==> config.mk <==
export PLATFORM = sky130hd
export DESIGN_NAME = integer_alu_with_pow_and_mean_core
export DESIGN_NICKNAME = d
export VERILOG_FILES = /design/src/ialu_pkg.sv /design/src/ialu_div.sv /design/src/integer_alu_with_pow_and_mean_core.sv
export SDC_FILE = /design/constraint.sdc
export NUM_CORES = 2
export LEC_CHECK = 0
export BUFFER_PORTS_ARGS = -buffer_cell sky130_fd_sc_hd__clkbuf_2
export CORE_AREA = 2 2 264 266
export CTS_CLUSTER_DIAMETER = 60
export DETAILED_ROUTE_END_ITERATION = 10
export DIE_AREA = 0 0 266 268
export GPL_ROUTABILITY_DRIVEN = 0
export PLACE_DENSITY = 0.69
export SYNTH_ARGS = -nofsm -noshare
export SYNTH_HDL_FRONTEND = slang
export SYNTH_SLANG_ARGS = --single-unit
==> constraint.sdc <==
create_clock -name clk_i -period 29.7 [get_ports clk_i]
set_clock_uncertainty 0.2 [all_clocks]
set_input_delay 1.485 -clock clk_i [delete_from_list [all_inputs] [get_ports clk_i]]
set_output_delay 1.485 -clock clk_i [all_outputs]
set_load 0.02 [all_outputs]
==> src/ialu_pkg.sv <==
// Shared types and constants for the signed integer ALU.
// Holds the operation, status and sequencer codes and the divider result.
// No dependencies.
package ialu_pkg;

  localparam int unsigned DataW = 32;
  localparam int unsigned CntW  = $clog2(DataW);

  typedef enum logic [3:0] {
    OP_ADD  = 4'd0,
    OP_SUB  = 4'd1,
    OP_MUL  = 4'd2,
    OP_DIV  = 4'd3,
    OP_MOD  = 4'd4,
    OP_POW  = 4'd5,
    OP_MIN  = 4'd6,
    OP_MAX  = 4'd7,
    OP_MEAN = 4'd8
  } op_e;

  typedef enum logic [1:0] {
    ST_OK       = 2'd0,
    ST_DIV_ZERO = 2'd1,
    ST_BAD_EXP  = 2'd2
  } status_e;

  typedef enum logic [1:0] {
    S_IDLE,
    S_DIV,
    S_POW_MUL,
    S_POW_SQ
  } state_e;

  // Signed quotient and remainder from the divider
  typedef struct packed {
    logic [DataW-1:0] quot;
    logic [DataW-1:0] rem;
  } div_res_t;

endpackage

==> src/ialu_div.sv <==
// Iterative signed divider: one restoring step per cycle.
// Quotient truncates toward zero, remainder takes the dividend's sign.
// Depends on ialu_pkg.
module ialu_div (
  input  logic                     clk_i,
  input  logic                     rst_ni,
  input  logic                     start_i,
  input  logic [ialu_pkg::DataW-1:0] dividend_i,
  input  logic [ialu_pkg::DataW-1:0] divisor_i,
  output logic                     done_o,
  output ialu_pkg::div_res_t       res_o
);
  import ialu_pkg::*;

  logic             run_q, run_d;
  logic             done_q, done_d;
  logic [CntW-1:0]  cnt_q, cnt_d;
  logic [DataW-1:0] q_q, q_d;
  logic [DataW-1:0] r_q, r_d;
  logic [DataW-1:0] d_q, d_d;
  logic             negq_q, negq_d;
  logic             negr_q, negr_d;
  logic [DataW:0]   trial;
  logic             borrow;

  // One restoring step: shift in the next dividend bit and try a subtract
  assign trial  = {r_q, q_q[DataW-1]} - {1'b0, d_q};
  assign borrow = trial[DataW];

  always_comb begin
    run_d  = run_q;
    done_d = 1'b0;
    cnt_d  = cnt_q;
    q_d    = q_q;
    r_d    = r_q;
    d_d    = d_q;
    negq_d = negq_q;
    negr_d = negr_q;
    if (start_i) begin
      // Load magnitudes and remember result signs
      run_d  = 1'b1;
      cnt_d  = '0;
      r_d    = '0;
      q_d    = dividend_i[DataW-1] ? (~dividend_i + 1'b1) : dividend_i;
      d_d    = divisor_i[DataW-1]  ? (~divisor_i + 1'b1)  : divisor_i;
      negq_d = dividend_i[DataW-1] ^ divisor_i[DataW-1];
      negr_d = dividend_i[DataW-1];
    end else if (run_q) begin
      // Advance one quotient bit
      r_d   = borrow ? {r_q[DataW-2:0], q_q[DataW-1]} : trial[DataW-1:0];
      q_d   = {q_q[DataW-2:0], ~borrow};
      cnt_d = cnt_q + 1'b1;
      if (cnt_q == CntW'(DataW - 1)) begin
        run_d  = 1'b0;
        done_d = 1'b1;
      end
    end
  end

  always_ff @(posedge clk_i or negedge rst_ni) begin
    if (!rst_ni) begin
      run_q  <= 1'b0;
      done_q <= 1'b0;
      cnt_q  <= '0;
    end else begin
      run_q  <= run_d;
      done_q <= done_d;
      cnt_q  <= cnt_d;
    end
  end

  always_ff @(posedge clk_i) begin
    q_q    <= q_d;
    r_q    <= r_d;
    d_q    <= d_d;
    negq_q <= negq_d;
    negr_q <= negr_d;
  end

  // Apply signs to the finished magnitudes
  assign done_o     = done_q;
  assign res_o.quot = negq_q ? (~q_q + 1'b1) : q_q;
  assign res_o.rem  = negr_q ? (~r_q + 1'b1) : r_q;

endmodule

==> src/integer_alu_with_pow_and_mean_core.sv <==
// Top level of the signed 32-bit integer ALU with power and mean.
// Depends on ialu_pkg and ialu_div.
//
// Usage:
//   Drive operation_i, operand_a_i and operand_b_i and raise start while
//   busy is low; the beat is taken at that clock edge. Each command yields
//   exactly one result beat on value_o/status_o, marked by valid_o for one
//   cycle. The receiver cannot stall, so the result must be taken then.
// Sequencing:
//   add, sub, mul, min, max, mean, every error case: result in the cycle
//   after the command; busy stays low, so a command may follow each cycle.
//   div, mod: the one-bit-per-cycle restoring divider runs, then the
//   sequencer registers the quotient or remainder as the result.
//   pow: square-and-multiply over an exponent of up to 31 bits, on the single
//   32x32 multiplier that alternates between the multiply and square steps.
//   busy is high while div, mod or pow is in progress.
// Reset:
//   rst_ni clears the sequencer and the result strobe; no command is
//   pending after reset.
module integer_alu_with_pow_and_mean_core (
  input  logic                               clk_i,
  input  logic                               rst_ni,
  input  logic                               start,
  output logic                               busy,
  input  logic [3:0]                         operation_i,
  input  logic signed [ialu_pkg::DataW-1:0]  operand_a_i,
  input  logic signed [ialu_pkg::DataW-1:0]  operand_b_i,
  output logic                               valid_o,
  output logic signed [ialu_pkg::DataW-1:0]  value_o,
  output logic [1:0]                         status_o
);
  import ialu_pkg::*;

  state_e           state_q, state_d;
  logic             valid_q, valid_d;
  logic [DataW-1:0] value_q, value_d;
  status_e          status_q, status_d;
  logic [DataW-1:0] acc_q, acc_d;
  logic [DataW-1:0] sq_q, sq_d;
  logic [DataW-2:0] exp_q, exp_d;
  logic             mod_q, mod_d;

  logic [DataW-1:0] mul_x, mul_y, mul_p;
  logic [DataW-1:0] sum, diff;
  logic [DataW:0]   mean_sum;
  logic             a_lt_b;
  logic             div_start, div_done;
  div_res_t         div_res;
  op_e              op;

  assign op = op_e'(operation_i);

  // Shared divider
  ialu_div u_div (
    .clk_i      (clk_i),
    .rst_ni     (rst_ni),
    .start_i    (div_start),
    .dividend_i (operand_a_i),
    .divisor_i  (operand_b_i),
    .done_o     (div_done),
    .res_o      (div_res)
  );

  // Select multiplier operands: command operands, multiply step or square step
  always_comb begin
    unique case (state_q)
      S_POW_MUL: begin
        mul_x = acc_q;
        mul_y = sq_q;
      end
      S_POW_SQ: begin
        mul_x = sq_q;
        mul_y = sq_q;
      end
      default: begin
        mul_x = operand_a_i;
        mul_y = operand_b_i;
      end
    endcase
  end

  assign mul_p = mul_x * mul_y;

  // Combinational datapath
  assign sum      = operand_a_i + operand_b_i;
  assign diff     = operand_a_i - operand_b_i;
  assign a_lt_b   = operand_a_i < operand_b_i;
  assign mean_sum = {sum[DataW-1], sum} + {{DataW{1'b0}}, sum[DataW-1]};

  // Sequencer: next state and result
  always_comb begin
    state_d   = state_q;
    valid_d   = 1'b0;
    value_d   = value_q;
    status_d  = status_q;
    acc_d     = acc_q;
    sq_d      = sq_q;
    exp_d     = exp_q;
    mod_d     = mod_q;
    div_start = 1'b0;
    unique case (state_q)
      S_IDLE: begin
        if (start) begin
          valid_d  = 1'b1;
          status_d = ST_OK;
          value_d  = '0;
          unique case (op)
            OP_ADD:  value_d = sum;
            OP_SUB:  value_d = diff;
            OP_MUL:  value_d = mul_p;
            OP_MIN:  value_d = a_lt_b ? operand_a_i : operand_b_i;
            OP_MAX:  value_d = a_lt_b ? operand_b_i : operand_a_i;
            OP_MEAN: value_d = mean_sum[DataW:1];
            OP_DIV, OP_MOD: begin
              if (operand_b_i == '0) begin
                status_d = ST_DIV_ZERO;
              end else begin
                valid_d   = 1'b0;
                div_start = 1'b1;
                mod_d     = (op == OP_MOD);
                state_d   = S_DIV;
              end
            end
            OP_POW: begin
              if (operand_b_i[DataW-1]) begin
                status_d = ST_BAD_EXP;
              end else begin
                valid_d = 1'b0;
                acc_d   = DataW'(1);
                sq_d    = operand_a_i;
                exp_d   = operand_b_i[DataW-2:0];
                state_d = S_POW_MUL;
              end
            end
            default: value_d = '0;
          endcase
        end
      end
      S_DIV: begin
        // Wait for the divider, then pick quotient or remainder
        if (div_done) begin
          value_d  = mod_q ? div_res.rem : div_res.quot;
          status_d = ST_OK;
          valid_d  = 1'b1;
          state_d  = S_IDLE;
        end
      end
      S_POW_MUL: begin
        // Fold in the current base power when the exponent bit is set
        if (exp_q[0]) begin
          acc_d = mul_p;
        end
        if (exp_q[DataW-2:1] == '0) begin
          value_d  = exp_q[0] ? mul_p : acc_q;
          status_d = ST_OK;
          valid_d  = 1'b1;
          state_d  = S_IDLE;
        end else begin
          state_d = S_POW_SQ;
        end
      end
      S_POW_SQ: begin
        // Square the base and drop the consumed exponent bit
        sq_d    = mul_p;
        exp_d   = exp_q >> 1;
        state_d = S_POW_MUL;
      end
      default: state_d = S_IDLE;
    endcase
  end

  always_ff @(posedge clk_i or negedge rst_ni) begin
    if (!rst_ni) begin
      state_q <= S_IDLE;
      valid_q <= 1'b0;
    end else begin
      state_q <= state_d;
      valid_q <= valid_d;
    end
  end

  always_ff @(posedge clk_i) begin
    value_q  <= value_d;
    status_q <= status_d;
    acc_q    <= acc_d;
    sq_q     <= sq_d;
    exp_q    <= exp_d;
    mod_q    <= mod_d;
  end

  assign busy     = (state_q != S_IDLE);
  assign valid_o  = valid_q;
  assign value_o  = value_q;
  assign status_o = status_q;

  // A zero divisor reports at once with the error status
  assert property (@(posedge clk_i) disable iff (!rst_ni)
    (start && !busy && (operation_i == OP_DIV || operation_i == OP_MOD)
     && operand_b_i == '0) |=> (valid_o && status_o == ST_DIV_ZERO))
    else $error("zero divisor did not report divide_by_zero");

  // An error result always carries value zero
  assert property (@(posedge clk_i) disable iff (!rst_ni)
    (valid_o && status_o != ST_OK) |-> (value_o == '0))
    else $error("error result with nonzero value");

  // No result beat while a long operation is still running
  assert property (@(posedge clk_i) disable iff (!rst_ni)
    busy |-> !valid_o)
    else $error("result strobe while busy");

  // A long operation ends with a result beat
  assert property (@(posedge clk_i) disable iff (!rst_ni)
    $fell(busy) |-> valid_o)
    else $error("long operation finished without a result");

endmodule
==> flow_summary.json <==
{
  "start_util_pct": 52.56,
  "r2r_start": "state_q[0]",
  "seq_area_frac_synth_pct": 18.90,
  "critPathRequiredTime_ns": 29.86,
  "maxCapViolCount": 1,
  "slew_headroom_pct": 0.4949,
  "r2r.worst_path.cells": 32,
  "numPlacedInstances": 4994,
  "final-hold-violation-count": 0,
  "syn-num-nets": 4866,
  "violations": "capacitance limit",
  "final_util_pct": 56.16,
  "htreeDepth": 1,
  "clockBufferDepth": 3,
  "crit_end": "value_o[30]",
  "clk_pin_slew_ns": 0.07,
  "slowest_delay_ns": 0.88,
  "synthMuxAreaShare_pct": 3.535,
  "rrSetupSlack_ns": 19.02,
  "synth-simple-area-share_pct": 16.34,
  "cts_resized": 0,
  "cts_root_buf": "clkbuf_16",
  "core-area_sq_mm": 0.06823,
  "crit_path_max_fanout": 55,
  "via_count": 32174,
  "synth_fa_ha_area_share_pct": 31.01,
  "io_pins": 107,
  "layout_min_cycle_time_ns": 10.68,
  "grt_use_met3_pct": 16.23,
  "firstDrtPassIters": 8,
  "cp-startpoint": "state_q[0]",
  "antenna_found_initial": 7,
  "hold_depth": 2,
  "grt_util_all_layers_pct": 37.68,
  "grt_max_degree": 92,
  "drt_iter0_drc": 4039,
  "holdBufCountCts": 0,
  "die_y_um": 268,
  "rsz0062_at_grt": "no",
  "first_global_vias": 31216,
  "worst_setup_path_start_kind": "flip-flop",
  "via_per_inst": 6.370,
  "io_buffers": 106,
  "cts_setup_buffers": 0,
  "grt_overflow_total": 0,
  "grt_util_met1_pct": 50.25,
  "dieArea_sq_mm": 0.07129,
  "yosys_warnings": 0,
  "num_rows": 96,
  "max_freq_mhz": 93.61,
  "final-max-slew-violation-count": 0,
  "worstReg2RegEnd": "value_o[30]",
  "hp-class": "flip-flop to flip-flop",
  "synthCells": 4153,
  "busiest_layer": "met2",
  "crit_arrival_ns": 10.84,
  "clock_sinks": 238,
  "totalWireLength_um": 133400,
  "synth_xor_area_share_pct": 7.474,
  "min_period_over_period_pct": 35.97,
  "cts_buffers": 28,
  "worstSetupPathType": "flip-flop to flip-flop",
  "grt_pass1_wl_um": 199000,
  "grtUsageMet2_pct": 52.27,
  "ys_types": 91,
  "avgSynthCellArea_sq_um": 8.634,
  "crit_top_cell": "fa_1",
  "async_reset_ff_share_pct": 4.202,
  "drc_errors": 0,
  "synth_edf_count": 196,
  "design_area_sq_mm": 0.03831,
  "status": "finished, violations left",
  "setup_viol": 0,
  "stdcell_count": 5051,
  "final_layout_size_suffix_gt1_share_pct": 8.143,
  "die_w_um": 266,
  "syn_to_final_growth_pct": 6.849,
  "wire_per_inst_um": 26.41,
  "netlist_area_sq_mm": 0.03586,
  "synth_top_family_by_area": "adder cells",
  "fin_tns_setup_ns": 0,
  "clock_latency_ns": 0.61,
  "cts_tree": "built",
  "slowest_stage": "o21ai_1",
  "nNetsFinal": 4855,
  "synth-main-ff-cell": "edfxtp_1",
  "antenna_left": 0,
  "tightest_slew_ns": 1.488,
  "place_area_sq_mm": 0.03730,
  "synth-compound-area-share_pct": 15.15,
  "fillers": 6218,
  "crit_path_end_kind": "flip-flop",
  "hpwl_um": 101600,
  "ys_ff_latch": 238
}
==> per-stage QoR <==
stage	hold slack, ns	worst slack, ns
final	0.3367	19.02
after floorplan	0.2758	20.34
after global placement	0.3127	19.50
after detailed placement	0.3201	19.24
after global routing	0.3705	18.40
after CTS	0.3397	19.24
==> Yosys cell counts, drive strengths merged, types with 21 or more instances <==
| master | instances | area share [%] |
|---|---|---|
| a21o | 40 | 0.84 |
| a21oi | 171 | 2.4 |
| a221oi | 24 | 0.60 |
| and2 | 21 | 0.37 |
| buf | 21 | 0.30 |
| clkbuf | 200 | 2.1 |
| dfxtp | 32 | 1.8 |
| edfxtp | 196 | 16 |
| fa | 411 | 23 |
| ha | 231 | 8.1 |
| inv | 495 | 5.2 |
| mux2 | 53 | 1.7 |
| mux2i | 67 | 1.9 |
| nand2 | 402 | 4.2 |
| nand2b | 81 | 1.4 |
| nand3 | 37 | 0.53 |
| nor2 | 501 | 5.3 |
| nor2b | 57 | 1.0 |
| nor3 | 53 | 0.78 |
| nor4 | 27 | 0.49 |
| o21a | 43 | 0.90 |
| o21ai | 291 | 4.1 |
| o22ai | 26 | 0.45 |
| o31ai | 47 | 0.98 |
| or3 | 26 | 0.45 |
| or4 | 26 | 0.54 |
| xnor2 | 188 | 4.6 |
| xor2 | 105 | 2.6 |
==> layout make-up <==
| cell class | instances | area, sq um | share of cell area [%] |
|---|---|---|---|
| multi-input cells | 3197 | 26470 | 69.09 |
| flip-flops and latches | 238 | 6778 | 17.69 |
| inverters | 497 | 1866 | 4.869 |
| well taps | 882 | 1104 | 2.880 |
| repair buffers | 180 | 1086 | 2.835 |
| clock buffers | 32 | 715.7 | 1.868 |
| clock inverters | 19 | 279.0 | 0.7282 |
| diodes | 6 | 15.01 | 0.03919 |
==> cell families (layout without fill, tap and decap cells) <==
family                     after synthesis  count (layout)
and+or+nand+nor                       1292            1292
DFF                                    238             238
xor gates and xnor gates               298             298
AOI/OAI and AO/OA                      845             845
adders and majority gates              642             642
other                                    0               6
muxes                                  120             120
buffers and inverters                  718             728
==> critical path: cells and delay by family, from the launching register on <==
| kind | cells | cell delay [ns] |
|---|---|---|
| AOI/OAI and AO/OA | 7 | 2.14 |
| xor gates and xnor gates | 1 | 0.13 |
| adders and majority gates | 10 | 4.48 |
| buffers and inverters | 8 | 1.34 |
| DFF | 1 | 0.46 |
| muxes | 1 | 0.23 |
| and+or+nand+nor | 5 | 1.46 |
==> state kept, by name, summed over array words and instances, names as in the netlist <==
name / cells
u_div.done_o: 1
status_o: 2
state_q: 2
u_div.negq_q: 1
valid_o: 1
u_div.d_q: 32
acc_q: 32
u_div.run_q: 1
value_o: 32
u_div.negr_q: 1
exp_q: 31
u_div.r_q: 32
u_div.cnt_q: 5
sq_q: 32
mod_q: 1
u_div.q_q: 32
==> routing by layer <==
metal  vias to the layer above  wire, um
met2                      2199     52300
met5                         -       169
met3                       506     21010
met4                        10      8910
li1                      13896         -
met1                     15563     50980
==> worst min path at each step <==
stage,from,end,slack (ns)
after CTS,u_div.cnt_q[3],u_div.cnt_q[3],0.34
after global placement,u_div.cnt_q[4],u_div.cnt_q[4],0.31
after detailed placement,u_div.cnt_q[3],u_div.cnt_q[3],0.32
after floorplan,u_div.r_q[31],u_div.r_q[31],0.28
after global routing,u_div.r_q[31],u_div.r_q[31],0.37
final,u_div.cnt_q[3],u_div.cnt_q[3],0.34
==> placed cells by master (no fill, tap or decap), drive strengths merged, types with 67 or more instances in the layout <==
master and instances:
o21ai 291, edfxtp 196, inv 500, clkbuf 138
buf 74, xor2 105, nand2 402, a21oi 171
nor2 501, fa 411, mux2i 67, nand2b 81
ha 231, xnor2 188
Power is not shown: default switching activity piles up to over one toggle a cycle in this logic, so the estimate is an artifact.
